<file path="src/hw/rtl/nhvl_pkg.sv">
package nhvl_pkg;

  localparam int TableEntries = 4096;
  localparam int NameLen = 16;
  localparam int AddrW = $clog2(TableEntries);
  localparam int FillW = $clog2(TableEntries + 1);
  localparam int CountW = $clog2(NameLen);

  localparam logic [31:0] CrcPreset = 32'hFFFF_FFFF;
  localparam logic [31:0] CrcPoly = 32'hEDB8_8320;

  localparam logic OpWrite = 1'b0;
  localparam logic OpByte = 1'b1;

  localparam logic ResWrite = 1'b0;
  localparam logic ResLookup = 1'b1;

  localparam logic [1:0] OutMiss = 2'd0;
  localparam logic [1:0] OutLive = 2'd1;
  localparam logic [1:0] OutStale = 2'd2;

  localparam logic StatDone = 1'b0;
  localparam logic StatFull = 1'b1;

  typedef struct packed {
    logic        operation;
    logic [15:0] kind;
    logic [7:0]  name_byte;
    logic        last_byte;
    logic [35:0] now_seconds;
    logic [31:0] entry_hash;
    logic [1:0]  entry_action;
    logic [31:0] entry_expiry;
    logic        entry_remove;
  } in_beat_t;

  typedef struct packed {
    logic        result_kind;
    logic [1:0]  verdict_action;
    logic [1:0]  lookup_outcome;
    logic [31:0] name_hash;
    logic        write_status;
  } out_beat_t;

  typedef struct packed {
    logic        is_lookup;
    logic [15:0] kind;
    logic [31:0] hash;
    logic [35:0] now;
    logic [1:0]  action;
    logic [31:0] expiry;
    logic        remove;
  } cmd_t;

  typedef struct packed {
    logic        valid;
    logic [47:0] key;
    logic [31:0] expiry;
    logic [1:0]  action;
  } slot_t;

  localparam int SlotW = $bits(slot_t);

  function automatic logic [31:0] crc_byte(logic [31:0] crc, logic [7:0] b);
    logic [31:0] c;
    c = crc ^ {24'd0, b};
    for (int k = 0; k < 8; k++) begin
      c = c[0] ? ((c >> 1) ^ CrcPoly) : (c >> 1);
    end
    return c;
  endfunction

endpackage

</file>
<file path="src/hw/rtl/nhvl_front.sv">
module nhvl_front import nhvl_pkg::*; (
  input  logic     clk,
  input  logic     rst,
  input  logic     in_valid,
  output logic     in_ready,
  input  in_beat_t in_data,
  input  logic     q_full,
  output logic     push,
  output cmd_t     push_cmd
);

  logic [31:0]       running_crc;
  logic [CountW-1:0] bytes_hashed;
  logic              hash_stopped;
  logic              take;
  logic              stop_now;
  logic [31:0]       crc_next;

  assign in_ready = !q_full;
  assign take = in_valid && in_ready;

  always_comb begin
    stop_now = (in_data.name_byte == 8'd0) ||
               ({{(32-CountW){1'b0}}, bytes_hashed} >= 32'(NameLen - 1));
    crc_next = running_crc;
    if (!hash_stopped && !stop_now) begin
      crc_next = crc_byte(running_crc, in_data.name_byte);
    end
  end

  always_comb begin
    push_cmd.is_lookup = (in_data.operation == OpByte);
    push_cmd.kind = in_data.kind;
    push_cmd.hash = (in_data.operation == OpByte) ? ~crc_next : in_data.entry_hash;
    push_cmd.now = in_data.now_seconds;
    push_cmd.action = in_data.entry_action;
    push_cmd.expiry = in_data.entry_expiry;
    push_cmd.remove = in_data.entry_remove;
    push = take && ((in_data.operation == OpWrite) || in_data.last_byte);
  end

  always_ff @(posedge clk) begin
    if (rst) begin
      running_crc <= CrcPreset;
      bytes_hashed <= '0;
      hash_stopped <= 1'b0;
    end else if (take && in_data.operation == OpByte) begin
      if (in_data.last_byte) begin
        running_crc <= CrcPreset;
        bytes_hashed <= '0;
        hash_stopped <= 1'b0;
      end else if (!hash_stopped) begin
        if (stop_now) begin
          hash_stopped <= 1'b1;
        end else begin
          running_crc <= crc_next;
          bytes_hashed <= bytes_hashed + 1'b1;
        end
      end
    end
  end

endmodule

</file>
<file path="config.mk">
export PLATFORM = sky130hd
export DESIGN_NAME = nhvl_front
export DESIGN_NICKNAME = d
export VERILOG_FILES = /design/src/hw/rtl/nhvl_pkg.sv /design/src/hw/rtl/nhvl_front.sv
export SDC_FILE = /design/constraint.sdc
export NUM_CORES = 1
export LEC_CHECK = 0
export BUFFER_PORTS_ARGS = -buffer_cell sky130_fd_sc_hd__buf_2
export CORE_AREA = 2 2 98 100
export CTS_BUF_LIST = sky130_fd_sc_hd__clkbuf_8
export DETAILED_ROUTE_END_ITERATION = 7
export DIE_AREA = 0 0 100 102
export GPL_TIMING_DRIVEN = 0
export PLACE_DENSITY = 0.78
export SLEW_MARGIN = 20
export SYNTH_ARGS = -nofsm -noshare
export SYNTH_HDL_FRONTEND = slang
export SYNTH_SLANG_ARGS = --single-unit
</file>
<file path="constraint.sdc">
create_clock -name clk -period 2.37 [get_ports clk]
set_clock_uncertainty 0.05 [all_clocks]
set_input_delay 0.237 -clock clk [delete_from_list [all_inputs] [get_ports clk]]
set_output_delay 0.237 -clock clk [all_outputs]
set_load 0.02 [all_outputs]
</file>
After elaboration in Yosys (flattened, before gate mapping). Index checks and enable logic that the tools add are counted.

Register bits: 37. Bits of input ports: 133. Logic and storage cells: 48.

$add $sub $neg: 1. Order comparisons: 1. Equal/unequal tests: 2. Multiplexer cells: 19. Bitwise gates (word level): 11. Reductions and logical operators: 11.

Operator list (number): 32-bit two-way mux (13); 13-bit inverter with 14-bit output (8); 32-bit inverter (1); 32-bit by 8-bit XOR with 32-bit output (1); 4-bit two-way mux (3); 8-bit zero test (1); 4-bit by 1-bit adder with 4-bit output, second input constant (1); 4-bit >= comparator, second input constant (1); 1-bit logical AND (4); 2-bit != test, second input constant (2); 1-bit zero test (3); 1-bit two-way mux (3); 3-bit AND reduction (1); 1-bit logical OR (2); 1-bit inverter (1).

Longest topological paths before layout.
Word-level depth: 21. Mapped depth: 8.

Worst setup path after synthesis. OpenSTA, ideal clock, no wires.

Kind: flip-flop to output port. From: register running_crc[4]. To: output push_cmd[95] (netlist bit). Arrival time: 2.018 ns. Data required time: 2.083 ns. Setup slack: 0.065 ns. Stages on the path, launching flop included: 6. Buffers on the path: 0. Path through: dfxtp_1 -> xnor2_2 -> xnor2_2 -> xnor3_1 -> mux2_2 -> a21oi_1.

RTL lines: start, declared (RTL line nhvl_front.sv:12) `logic [31:0] running_crc;`; start signal, assigned (RTL line nhvl_front.sv:44) `running_crc <= CrcPreset;`; start signal, assigned (RTL line nhvl_front.sv:49) `running_crc <= CrcPreset;`; start signal, assigned (RTL line nhvl_front.sv:56) `running_crc <= crc_next;`; end, declared (RTL line nhvl_front.sv:9) `output cmd_t push_cmd`.

==> results.tsv <==
metric	value	unit
crit path cell chain	xnor2_4 > buf_12 > xnor2_4 > xnor3_1 > mux2_4 > a21oi_2 > buf_4	
status	finished, violations left	
CP Launch Point	running_crc[4]$_SDFFE_PP1P_	
internal power	1830	µW
Clock transition at path regs	0.09	ns
critical path required time	2.08	ns
TritonCTS clock tree	done	
Die Y	102	µm
vias in the first global route	3515	
Synth Flop Type	dfxtp_1	
fillers	732	
CP startpoint kind	register	
sequential cell area	771	µm²
Hold Crit Class	in -> reg	
via density per instance	5.11	
worst r2r src	bytes_hashed[0]$_SDFFE_PP0P_	
Yosys cell types	40	
Pre-antenna DRT Iters	5	
switching fraction of total power	39.5	%
critical path class	reg -> out	
clock tree buffer depth	2	
via count	3817	
GPL Wtd Cong	0.899	
placement-stage worst setup slack	-0.347	ns
Seq cells post-synth	37	
Finish-stage setup viols	17	
slowest library cell on the worst path	xnor3_1	
worst slew pin tran	0.655	ns
number of enable flip-flop cells after synthesis	0	
die area	0.0102	mm²
unrepaired setup endpoints after global routing	true	
DRT iter0 DRCs	239	
clock buffer count from CTS	5	
Final period util	105	%
most frequent cells in the layout	buf_2, buf_4, nand2_1, dfxtp_1, o211ai_1	
final core occ	62.8	%
crit end category	output pin	
drt drc	0	
CP max FO	3	
most common cell after layout, fill and taps aside	buf_2	
clk_lat worst skew	0.32	ns
PortBufs	165	
Yosys top cell by area	dfxtp_1	
n_diodes	0	
pwr dens	527	mW/mm²
max-cap violations	0	
Worst path max stage delay	0.47	ns
clock root cell	clkbuf_8	
sequential fraction of design power	22.2	%
placed cell area	0.00456	mm²
first-pass GRT wire length	18000	µm
Synth top area share	20.6	%
drt total wl	13200	µm
cells after synthesis	406	
largest net degree at the start of global routing	13	
GRT Total Usage	23.2	%
GR Overflow Total	0	
detailed-placement wirelength estimate	8750	µm
overall power	3010	µW
sequential share of the synthesized area	20.6	%
fmax	401	MHz
antenna viol nets, final	0	
most common cell type on the critical path	xnor2_4	
initial antenna violation count	0	
multi-input logic area	0.00242	mm²
WL/cell	17.7	µm
Logic pwr share	61.9	%
Netlist Area Pre-Place	0.00359	mm²
clock share of power	15.9	%
final setup TNS	-0.941	ns
die width	100	µm
io pins	255	
min setup slack post-route	-0.122	ns
Hold Startpoint	rst	
Core Area	0.00911	mm²
Layout area overhead	59.2	%
Peak VDD IR	296	µV
failing checks	setup timing	
Synth warnings	0	
Slew Limit Fails	0	
Starting Density	39.5	%
share of layout cells above drive strength 1	60.2	%
Sink Count	37	
Psw	1190	µW
slew margin rel.	56.4	%
leakage power	0.00287	µW
H-Tree Depth	2	
Synth Area per Inst	8.85	µm²
largest cells by area after synthesis	dfxtp_1, buf_4, xnor3_1	
NumNets Final	769	
Rows	35	
final instance area	0.00572	mm²
Crit path arrival time	2.21	ns
syn nets	540	
Post-synth ARST share	0	%
final hold violation count	0	
Final min period	2.49	ns
-- layer usage --
metal / part of all wire (%) / wire length (µm) / global-route usage (%) / vias up
li1: - / - / - / 1764
met2: 53 / 6990 / 43.3 / 240
met3: 8.1 / 1080 / 4.10 / 34
met4: 2.8 / 370 / 10.1 / 0
met5: 0 / 0 / 0 / -
met1: 36 / 4790 / 25.9 / 1779
-- worst max-delay path: cells and delay by family, from the launching register on --
family                 cells  cell delay (ns)
XOR/XNOR                   3             0.82
flip-flops                 1             0.37
buffers and inverters      2             0.30
multiplexers               1             0.28
AO/OA/AOI/OAI              1             0.14
-- per-stage QoR --
stage          hold slack (ns)  instances
2_1_floorplan            0.256        406
3_3_place_gp             0.405        682
3_5_place_dp             0.423        682
4_1_cts                  0.146        731
5_1_grt                  0.158        747
6_report                 0.153        747
-- cells by family (layout without fill, tap and decap cells) --
kind of cell,after synthesis,count (layout),synth area share (%)
multiplexers,6,6,1.85
AO/OA/AOI/OAI,102,102,19.2
flip-flops,37,37,20.6
adder cells (fa/ha/maj),1,1,0.348
XOR/XNOR,67,67,27.4
AND/OR/NAND/NOR,66,66,8.08
buffers and inverters,127,357,22.5
-- timing repair --
action / CTS / global route
gates resized for setup: 74 / 44
buffers inserted: 42 / 17
pin swaps: 29 / 20
hold buffers: 0 / 0
setup endpoints to repair: 50 / 42
-- registers in the layout (all words and copies together) (netlist names) --
name and count:
running_crc 32, bytes_hashed 4, hash_stopped 1
-- worst paths after layout --
| check | endpoint | slack [ns] | cells after the start |
|---|---|---|---|
| setup / recovery | push_cmd[95] | -0.12 | 7 |
| hold / removal | bytes_hashed[3]$_SDFFE_PP0P_ | 0.15 | 2 |
| setup reg to reg | running_crc[15]$_SDFFE_PP1P_ | 0 | 8 |
| hold reg to reg | bytes_hashed[1]$_SDFFE_PP0P_ | 0.43 | 2 |
-- power groups by stage --
stage	registers [µW]	logic [µW]	clock network [µW]
finish	671	1860	480
global route	673	1950	503
CTS	668	1630	467
detailed placement	685	1360	0
global placement	684	1350	0
floorplan	679	1010	0
-- synth_stat cells (all sizes together), types with 4 or more instances --
library cell  count
xor2             11
mux2              5
or4               4
inv              18
a21oi            20
buf              89
a22o              5
dfxtp            37
o211ai           24
o22a              5
xnor2            36
a2bb2oi          17
xnor3            18
nand2            36
clkbuf           20
nor2             16
o21ai            26
-- cell type report --
class | instances | share of cell area (%)
plain buffers | 108 | 13.5
clock buffers | 5 | 1.20
clock inverters | 3 | 0.306
inverters | 18 | 1.18
multi-input cells | 242 | 42.3
flip-flops and latches | 37 | 13.5
well taps | 111 | 2.43
repair buffers | 223 | 25.7
No activity file was read; power rests on OpenSTA's default activity.
