===== src/hw/rtl/nhvl_pkg.sv =====
package nhvl_pkg;

  localparam int TableEntries = 4096;
  localparam int NameLen = 16;
  localparam int AddrW = $clog2(TableEntries);
  localparam int FillW = $clog2(TableEntries + 1);
  localparam int CountW = $clog2(NameLen);

  localparam logic [31:0] CrcPreset = 32'hFFFF_FFFF;
  localparam logic [31:0] CrcPoly = 32'hEDB8_8320;

  localparam logic OpWrite = 1'b0;
  localparam logic OpByte = 1'b1;

  localparam logic ResWrite = 1'b0;
  localparam logic ResLookup = 1'b1;

  localparam logic [1:0] OutMiss = 2'd0;
  localparam logic [1:0] OutLive = 2'd1;
  localparam logic [1:0] OutStale = 2'd2;

  localparam logic StatDone = 1'b0;
  localparam logic StatFull = 1'b1;

  typedef struct packed {
    logic        operation;
    logic [15:0] kind;
    logic [7:0]  name_byte;
    logic        last_byte;
    logic [35:0] now_seconds;
    logic [31:0] entry_hash;
    logic [1:0]  entry_action;
    logic [31:0] entry_expiry;
    logic        entry_remove;
  } in_beat_t;

  typedef struct packed {
    logic        result_kind;
    logic [1:0]  verdict_action;
    logic [1:0]  lookup_outcome;
    logic [31:0] name_hash;
    logic        write_status;
  } out_beat_t;

  typedef struct packed {
    logic        is_lookup;
    logic [15:0] kind;
    logic [31:0] hash;
    logic [35:0] now;
    logic [1:0]  action;
    logic [31:0] expiry;
    logic        remove;
  } cmd_t;

  typedef struct packed {
    logic        valid;
    logic [47:0] key;
    logic [31:0] expiry;
    logic [1:0]  action;
  } slot_t;

  localparam int SlotW = $bits(slot_t);

  function automatic logic [31:0] crc_byte(logic [31:0] crc, logic [7:0] b);
    logic [31:0] c;
    c = crc ^ {24'd0, b};
    for (int k = 0; k < 8; k++) begin
      c = c[0] ? ((c >> 1) ^ CrcPoly) : (c >> 1);
    end
    return c;
  endfunction

endpackage


===== src/hw/rtl/nhvl_queue.sv =====
module nhvl_queue import nhvl_pkg::*; (
  input  logic clk,
  input  logic rst,
  input  logic push,
  input  cmd_t push_cmd,
  output logic full,
  input  logic pop,
  output logic empty,
  output cmd_t head
);

  cmd_t       slots [2];
  logic       wr_ptr;
  logic       rd_ptr;
  logic [1:0] count;

  assign full = (count == 2'd2);
  assign empty = (count == 2'd0);
  assign head = slots[rd_ptr];

  always_ff @(posedge clk) begin
    if (push) begin
      slots[wr_ptr] <= push_cmd;
    end
    if (rst) begin
      wr_ptr <= 1'b0;
      rd_ptr <= 1'b0;
      count <= 2'd0;
    end else begin
      if (push) wr_ptr <= ~wr_ptr;
      if (pop) rd_ptr <= ~rd_ptr;
      count <= count + {1'b0, push} - {1'b0, pop};
    end
  end

endmodule


===== config.mk =====
export PLATFORM = sky130hd
export DESIGN_NAME = nhvl_queue
export DESIGN_NICKNAME = d
export VERILOG_FILES = /design/src/hw/rtl/nhvl_pkg.sv /design/src/hw/rtl/nhvl_queue.sv
export SDC_FILE = /design/constraint.sdc
export NUM_CORES = 1
export LEC_CHECK = 0
export ABC_AREA = 1
export BUFFER_PORTS_ARGS = -buffer_cell sky130_fd_sc_hd__buf_2
export CAP_MARGIN = 20
export CORE_UTILIZATION = 40
export CTS_CLUSTER_SIZE = 28
export DETAILED_ROUTE_END_ITERATION = 6
export GPL_TIMING_DRIVEN = 0
export PLACE_DENSITY = 0.73
export SYNTH_ARGS = -nofsm -noshare
export SYNTH_HDL_FRONTEND = slang
export SYNTH_SLANG_ARGS = --single-unit

===== constraint.sdc =====
create_clock -name clk -period 10.6 [get_ports clk]
set_input_delay 3.18 -clock clk [delete_from_list [all_inputs] [get_ports clk]]
set_output_delay 3.18 -clock clk [all_outputs]
set_load 0.01 [all_outputs]

Word-level counts from Yosys, hierarchy flattened --
Memories as Yosys holds them, arrays and structs flattened. A register that Yosys moved wholly into a read port is not among the register bits. Index checks and enable logic that the tools add are counted.
Word-level totals: bits in writable memories 240, memories 1, output and inout bits 122, logic and storage cells 14, register bits 4, input bits 124
Operators by class: bitwise logic cells 2, muxes and demuxes 4, reductions and logical operators 1, add/sub/neg operators 2, equal/unequal tests 1
Memories:
- slots | words 2, bits a word 120, read ports 1, clocked after memory_dff 1, wr ports 1, RTL line nhvl_queue.sv:12 | cmd_t slots [2];
Operators with widths (count):
- $mux 1 | 4
- $add 2x1->2 | 1
- $eq 2x2->1 const B | 1
- $logic_not 2->1 | 1
- $not 1->1 | 2
- $sub 2x1->2 | 1

Depth between registers and ports, before layout --
Gate-level depths: netlist of the first run.
depth in word-level cells 3, gate-level depth with buffers 9, gate-level depth less buffers 9

Worst setup path before layout of the first run --
Ideal clock, no wire load.
path type input-to-reg, start input push, end memory slots[0][0] in the netlist's numbering, enable pin, stages on the path 2, setup slack 1.756 ns, library setup time 0.604 ns, arrival time 8.240 ns, buffers on the path 0, required time 9.996 ns, path through inv_1 -> nor2_1
On the way: word-level cells in the longest chain between the ends 2
RTL lines:
- from (decl) | RTL line nhvl_queue.sv:4 | input logic push,
- $mux 1 | RTL line nhvl_queue.sv:22 | if (push) begin
- $mux 1 (implied by the code) | RTL line nhvl_queue.sv:23 | slots[wr_ptr] <= push_cmd;
- to (decl) | RTL line nhvl_queue.sv:12
Every way passes these cells.

==> results of run 1 <==
Yosys cell counts:
master,instances
buf_2,2
mux2_2,120
inv_1,8
ha_1,2
dfxtp_1,5
edfxtp_1,240
nor3_1,1
nor2_1,8
nand2_1,4
buf_6,11
a21oi_1,1
xnor2_1,1
nand3_1,1
per-stage QoR:
| stage | setup TNS (ns) | setup slack (ns) |
|---|---|---|
| finish | 0 | 5.656 |
| global route | 0 | 5.547 |
| CTS | 0 | 5.602 |
| detailed placement | 0 | 5.638 |
| global placement | -170.58 | -1.429 |
| floorplan | 0 | 1.756 |
power groups by stage:
stage / sequential (mW) / clock, mW / combinational, mW
finish: 1.13 / 0.825 / 0.232
global route: 1.14 / 0.879 / 0.254
CTS: 1.13 / 0.850 / 0.238
detailed placement: 1.15 / 0 / 0.236
global placement: 1.16 / 0 / 0.224
floorplan: 1.16 / 0 / 0.130
layout make-up:
cell class              count  share of cell area (%)
repair buffers            250                   11.82
well taps                 280                   3.069
diodes                      1                 0.02192
multi-input cells         138                   12.72
plain buffers              13                   1.173
clock buffers              33                   6.116
inverters                   8                  0.3069
flip-flops and latches    245                   64.01
clock inverters            15                  0.7672
layer usage:
| metal | vias to the layer above | GRT usage [%] | share of wire, % |
|---|---|---|---|
| li1 | 2154 | - | - |
| met1 | 2231 | 15.90 | 37 |
| met2 | 156 | 25.11 | 52 |
| met3 | 29 | 4.578 | 8.0 |
| met4 | 0 | 4.450 | 2.4 |
| met5 | - | 0 | 0 |
path summary, 6_finish.rpt:
kind | startpoint | end | slack, ns | cells after the start
worst max-delay path | register | head[64] | 5.66 | 4
worst max register to register | wr_ptr | slots[0][114] | 8.70 | 3
worst min-delay path | rd_ptr | rd_ptr | 0.52 | 2
worst min register to register | rd_ptr | rd_ptr | 0.52 | 2
cells in the final DEF (no fill, tap or decap), types with 2 or more instances in the layout:
| cell | n |
|---|---|
| clkinv_1 | 12 |
| clkbuf_16 | 27 |
| edfxtp_1 | 240 |
| ha_1 | 2 |
| buf_12 | 2 |
| mux2_2 | 120 |
| buf_6 | 11 |
| buf_16 | 3 |
| clkbuf_1 | 6 |
| nand2_1 | 4 |
| dfxtp_1 | 5 |
| nor2_1 | 7 |
| inv_1 | 7 |
| buf_2 | 247 |
sequential cells by signal, summed over array words and instances (netlist names), named ones only:
| signal | flops |
|---|---|
| wr_ptr | 1 |
| slots | 240 |
| count | 2 |
| rd_ptr | 1 |
worst max-delay path: stages (launching register included):
cell     delay, ns
dfxtp_1       0.35
buf_6         0.23
buf_6         0.19
mux2_2        0.35
buf_2         0.14
logic make-up (layout without fill, tap and decap cells):
| group | Yosys count | in the layout | share of synthesized area (%) |
|---|---|---|---|
| DFF | 245 | 245 | 81.95 |
| muxes | 120 | 120 | 15.16 |
| buffers and inverters | 21 | 319 | 1.838 |
| and+or+nand+nor | 14 | 14 | 0.6173 |
| adders and majority gates | 2 | 2 | 0.2806 |
| AOI/OAI and AO/OA | 1 | 1 | 0.05608 |
| xor gates and xnor gates | 1 | 1 | 0.09825 |
| other | 0 | 1 | 0 |
==> impl_metrics.tcl, run 1 <==
set metrics [dict create \
    status "complete, no violations" \
    fillCellCount 1810 \
    hold_viol_final 0 \
    globalplace.congestion 0.7053 \
    period_share_pct 46.64 \
    critPathMaxFanout 10 \
    crit_required_ns 7.42 \
    syn_area_sq_um 8916 \
    irDropWorstVdd_v 0.0001451 \
    pwr-share-seq_pct 51.8 \
    fmax_mhz 202.3 \
    cts.htree.levels 1 \
    synthCells 404 \
    fin_hold_ws_ns 0.5214 \
    wirelength_um 16810 \
    cts_hold_buffers 0 \
    wl_per_cell_um 17.10 \
    slew_violations 0 \
    power_density_nw_per_um2 191.9 \
    p_leak_nw 4.298 \
    cts_tree "done" \
    rsz0062_at_grt "false" \
    seqCellArea_sq_um 7307 \
    intPower_mw 1.720 \
    antenna_found_initial 1 \
    tightest_slew_ns 0.9341 \
    cts_sinks 245 \
    postSynthAreaPerCell_sq_um 22.07 \
    cts_buffer_depth 3 \
    grt_max_degree 72 \
    synthTopCellsByArea "edfxtp_1, mux2_2, buf_6, dfxtp_1, inv_1" \
    ios 246 \
    netSwitchingFraction_pct 21.45 \
    synth-seq-cells 245 \
    track_usage_pct 14.11 \
    finalNetCount 808 \
    hp-class "register to register" \
    grt_pass1_vias 4728 \
    drc 0 \
    start_util_pct 40.86 \
    final_util_pct 52.31 \
    die_w_um 151.3 \
    area_growth_pct 28.04 \
    end_kind "output pin" \
    p_switching_mw 0.4699 \
    path_clk_slew_ns 0.06 \
    clock-root-buffer "clkbuf_16" \
    criticalPathCategory "register to output pin" \
    setup_viol_count_final 0 \
    grt_pass1_wl_um 24540 \
    period_minus_slack_ns 4.944 \
    cts_setup_buffers 0 \
    final_cells 983 \
    start_kind "register" \
    ys_warn_count 0 \
    drtAntennaViolNets 0 \
    maxSlewHeadroom_pct 37.58 \
    crit_arrival_ns 1.76 \
    avgViaCountPerCell 4.649 \
    multi_input_area_sq_um 1453 \
    yosys.area.top_type "edfxtp_1" \
    drt-pass1-iter-count 4 \
    synth.distinct_cells 13 \
    power_mw 2.190 \
    place_area_sq_um 10630 \
    yosysSeqAreaShare_pct 81.95 \
    syn_nets 530 \
    drive_gt1_share_pct 59.12 \
    max_cap_violations 0 \
    post-place-cells 934 \
    overflow 0 \
    drt_iter0_drc 196 \
    vias 4570 \
    finalClockSkew_ns 0.008313 \
    fp.dieH_um 151.3 \
    clk_latency_ns 0.51 \
    io_buffers 245 \
    die_area_sq_um 22890 \
    cts_made_buffers 26 \
    combinationalPowerShare_pct 10.6 \
    rows 54 \
    fin_area_sq_um 11420 \
    cts_resized 0 \
    synth_top_area_share_pct 80.83 \
    pwr-share-clk_pct 37.7 \
    core_area_sq_um 21820 \
    dpl.hpwl_um 11340 \
]
Note: power is estimated with default switching activity, not from simulation.
==> inputs of run 2 (changes only) <==
- ABC_AREA: 1 -> 0
- PLACE_DENSITY: 0.73 -> 0.75
- clock period: 10.6 -> 4.1 ns (I/O delays scaled with it)
==> impl_metrics.tcl, run 2 <==
set metrics [dict create \
    max_stage_delay_ns 0.35 \
    synth_top_family_by_area "multiplexers" \
    wl_per_cell_um 17.22 \
    synth_mux_area_share_pct 15.17 \
    cts_resized 0 \
    synth_edf_count 240 \
    synth-xor-area-share_pct 0.4494 \
    critPathTopFamily "buffers and inverters" \
    irDropWorstVdd_v 0.0003363 \
    power_mw 5.769 \
    cts_made_buffers 25 \
    criticalPathCategory "register to output pin" \
    clk_latency_ns 0.50 \
    drt_iter0_drc 189 \
    avgViaCountPerCell 4.678 \
    io_buffers 245 \
    yosysSeqAreaShare_pct 82.02 \
    cts_sinks 245 \
    globalplace.congestion 0.7222 \
    cts_hold_buffers 0 \
    area_growth_pct 28.12 \
    clock-root-buffer "clkbuf_16" \
    maxSlewHeadroom_pct 55.42 \
    grt_max_degree 52 \
    p_leak_nw 4.290 \
    finalClockSkew_ns 0.004166 \
    layout_common_cells "buf_2, edfxtp_1, mux2_2" \
    fmax_mhz 333.2 \
    postSynthAreaPerCell_sq_um 22.61 \
    tightest_slew_ns 0.6674 \
    grt_pass1_vias 4784 \
    async_reset_ff_share_pct 0 \
    start_kind "register" \
    crit_top_cell "buf_6" \
    fin_ws_ns 1.099 \
    synth_compound_area_share_pct 0 \
    synth.distinct_cells 12 \
    synth_top_area_share_pct 80.90 \
    synth-seq-cells 245 \
    largest_register "slots" \
    hold_viol_final 0 \
    cts.htree.levels 1 \
    antenna_found_initial 0 \
    start_util_pct 40.82 \
    reg2reg_setup_slack_ns 2.41 \
    synth-simple-area-share_pct 0.4916 \
    crit_chain "buf_6, buf_6, mux2_2, buf_2" \
    fp.dieH_um 151.2 \
    status "complete, no violations" \
    fin_hold_ws_ns 0.5233 \
    synthTopCellsByArea "edfxtp_1, mux2_2, buf_6, dfxtp_1, ha_1" \
    drt-pass1-iter-count 4 \
    finalNetCount 798 \
    synthAdderAreaFrac_pct 0.2809 \
    synth_flop_cell "edfxtp_1" \
    hp-class "register to register" \
    grt_pass1_wl_um 24650 \
    yosys.area.top_type "edfxtp_1" \
    dpl.hpwl_um 11400 \
    ios 246 \
    setup_viol_count_final 0 \
    cts_buffer_depth 3 \
    rsz0062_at_grt "false" \
    yosys-top-cells-count "edfxtp_1, mux2_2, buf_6, dfxtp_1, nor2_1" \
    core_area_sq_um 21820 \
    overflow 0 \
    synthCells 394 \
    drive_gt1_share_pct 60.43 \
    drc 0 \
    crit_required_ns 2.87 \
    power_density_nw_per_um2 505.5 \
    die_area_sq_um 22870 \
    ys_warn_count 0 \
    wirelength_um 16700 \
    crit_arrival_ns 1.77 \
    cts_tree "done" \
    crit_slowest_cell "dfxtp_1" \
    period_minus_slack_ns 3.001 \
    syn_nets 520 \
    dp_slack_ns 1.316 \
    die_w_um 151.2 \
    cts_setup_buffers 0 \
    critPathMaxFanout 10 \
    end_kind "output pin" \
    final_common_cell "buf_2" \
    rows 54 \
    drtAntennaViolNets 0 \
    max_cap_violations 0 \
    track_usage_pct 14.10 \
    slew_violations 0 \
    syn_area_sq_um 8909 \
    vias 4538 \
    period_share_pct 73.19 \
    path_clk_slew_ns 0.06 \
    final_util_pct 52.30 \
    top_regs "slots (240), count (2)" \
    worst-path-buf-inv 3 \
    largest_reg_flops 240 \
    diodes 0 \
    synth_most_common_cell "edfxtp_1" \
]
## run 2: cell types whose count changed in the layout (fill, tap and decap cells not counted), sizes merged, moves of 2 or more
cell / change
inv: -6
nor2b: +3
nand2: -4
bufinv: +2
clkinv: -4
nor2: -3
## run 2: area by class of cell
type	instances	area [sq um]
sequential	245	7307
clock buffer	33	655.6
inverter	2	7.507
timing repair buffer	251	1361
clock inverter	12	127.6
buffer	13	133.9
fill	1799	10410
tap	280	350.3
multi-input combinational	134	1470
## run 2: tightest hold or removal path, delay by kind of cell, from the launching register on
kind,cells,cell delay [ns]
XOR/XNOR,1,0.09
flip-flops,1,0.33
AND/OR/NAND/NOR,1,0.07
## run 2: report_power, final
| part | internal, mW | leakage (nW) | total [mW] | switching (mW) |
|---|---|---|---|---|
| logic | 0.316 | 1.61 | 0.646 | 0.330 |
| clock network | 1.31 | 0.381 | 2.16 | 0.858 |
| registers | 2.92 | 2.29 | 2.96 | 0.0356 |
| total | 4.55 | 4.29 | 5.77 | 1.22 |
## run 2: final timing paths
kind                               start           end  cells past startpoint
worst min register to register    rd_ptr      register                      2
worst min-delay path              rd_ptr      register                      2
worst max register to register    wr_ptr  slots[0][42]                      3
worst max-delay path            register      head[34]                      4
## run 2: metal layers
layer	global-route usage, %	part of all wire (%)
met1	15.55	38
met2	25.14	51
met3	5.151	9.2
met4	4.250	1.8
met5	0	0
## run 2: cell families after synthesis
| family | after synthesis |
|---|---|
| flip-flops | 245 |
| multiplexers | 120 |
| buffers and inverters | 15 |
| AND/OR/NAND/NOR | 9 |
| XOR/XNOR | 3 |
| adder cells (fa/ha/maj) | 2 |
## run 2: through the flow
| stage | instance area [sq um] | TNS (ns) | std cells |
|---|---|---|---|
| final | 11410 | 0 | 970 |
| after global routing | 11410 | 0 | 970 |
| after CTS | 11410 | 0 | 970 |
| after detailed placement | 10630 | 0 | 925 |
| after global placement | 10490 | -76.74 | 919 |
| after floorplan | 8917 | 0 | 394 |
==> inputs of run 3 (changes only) <==
- PLACE_DENSITY: 0.75 -> 0.73
- clock period: 4.1 -> 2.8 ns (I/O delays scaled with it)
==> impl_metrics.tcl, run 3 (synthesis gave the netlist of run 2 again) <==
set metrics [dict create \
    overflow 0 \
    criticalPathCategory "register to output pin" \
    power_density_nw_per_um2 734.3 \
    crit_slowest_cell "dfxtp_1" \
    place_area_sq_um 10620 \
    cts_tree "done" \
    start_kind "register" \
    fin_ws_ns 0.1603 \
    crit_arrival_ns 1.80 \
    core_area_sq_um 21820 \
    status "complete, no violations" \
    cts_buffer_depth 3 \
    dp_slack_ns 0.2984 \
    rows 54 \
    largest_reg_flops 240 \
    drt-pass1-iter-count 4 \
    die_w_um 151.2 \
    p_leak_nw 4.271 \
    io_buffers 245 \
    grt_pass1_vias 4902 \
    grt_pass1_wl_um 24650 \
    drtAntennaViolNets 0 \
    wl_per_cell_um 17.49 \
    antenna_found_initial 1 \
    rsz0062_at_grt "false" \
    critPathTopFamily "buffers and inverters" \
    setup_viol_count_final 0 \
    slew_violations 0 \
    max_cap_violations 0 \
    min_from "push_cmd[16]" \
    fin_hold_ws_ns 0.5128 \
    end_kind "output pin" \
    clock-root-buffer "clkbuf_16" \
    fin_area_sq_um 11380 \
    layout_common_cells "buf_2, edfxtp_1, mux2_2" \
    die_area_sq_um 22870 \
    fmax_mhz 378.8 \
    worst-path-buf-inv 3 \
    crit_chain "buf_6, buf_6, mux2_2, buf_2" \
    cts_hold_buffers 0 \
    crit_required_ns 1.96 \
    hold_viol_final 0 \
    globalplace.congestion 0.7046 \
    area_growth_pct 27.71 \
    crit_top_cell "buf_6" \
    avgViaCountPerCell 4.702 \
    cts_resized 0 \
    finalClockSkew_ns 0.01918 \
    critPathMaxFanout 10 \
    cts_sinks 245 \
    irDropWorstVdd_v 0.0005190 \
    clk_latency_ns 0.51 \
    drt_iter0_drc 130 \
    max_stage_delay_ns 0.36 \
    r2r-start "wr_ptr" \
    start_util_pct 40.82 \
    period_share_pct 94.27 \
    wirelength_um 16950 \
    grt_max_degree 62 \
    maxSlewHeadroom_pct 41.78 \
    track_usage_pct 14.10 \
    top_regs "slots (240), count (2)" \
    dpl.hpwl_um 11610 \
    tightest_slew_ns 0.8733 \
    cts_setup_buffers 0 \
    period_minus_slack_ns 2.640 \
    hp-class "input port to register" \
    finalNetCount 797 \
    final_common_cell "buf_2" \
    cts_made_buffers 25 \
    drive_gt1_share_pct 60.70 \
    path_clk_slew_ns 0.06 \
    largest_register "slots" \
    drc 0 \
    ios 246 \
    vias 4556 \
    cts.htree.levels 1 \
    fp.dieH_um 151.2 \
]
## run 3: report_power, final
group,internal [mW],switching [mW]
Clock,1.81,1.26
Sequential,4.28,0.0554
Combinational,0.462,0.485
## run 3: layer usage
layer | track usage (%) | share of wire, % | vias to the layer above
li1 | - | - | 2126
met4 | 4.850 | 2.3 | 0
met3 | 4.669 | 9.0 | 35
met2 | 24.82 | 51 | 166
met5 | 0 | 0 | -
met1 | 15.95 | 38 | 2229
## run 3: area by class of cell
cell class,count,area [sq um]
Multi-Input combinational cell,134,1470
Clock inverter,12,106.4
Clock buffer,31,648.1
Buffer,13,133.9
Antenna cell,2,5.005
Inverter,2,7.507
Sequential cell,245,7307
Fill cell,1782,10450
Timing Repair Buffer,250,1349
Tap cell,280,350.3
## run 3: per-stage QoR
step	instances	TNS, ns	utilization (%)	power [mW]
final	969	0	52.13	8.354
after floorplan	394	-33.24	-	4.935
after detailed placement	924	0	48.65	5.379
after global routing	967	0	52.11	8.665
after CTS	967	0	52.11	8.475
after global placement	919	-234.11	48.09	5.317
## run 3: path summary, 6_finish.rpt
| path | end | slack [ns] | cells after the start |
|---|---|---|---|
| setup / recovery | head[59] | 0.16 | 4 |
| hold / removal | slots[0][16] | 0.51 | 1 |
| setup reg to reg | slots[1][109] | 0.87 | 2 |
| hold reg to reg | rd_ptr | 0.54 | 2 |
## run 3: worst register-to-register path: cells and delay by family (launching register included)
| family | cells | cell delay [ns] |
|---|---|---|
| buffers and inverters | 1 | 0.37 |
| flip-flops | 1 | 0.42 |
| AND/OR/NAND/NOR | 1 | 0.75 |
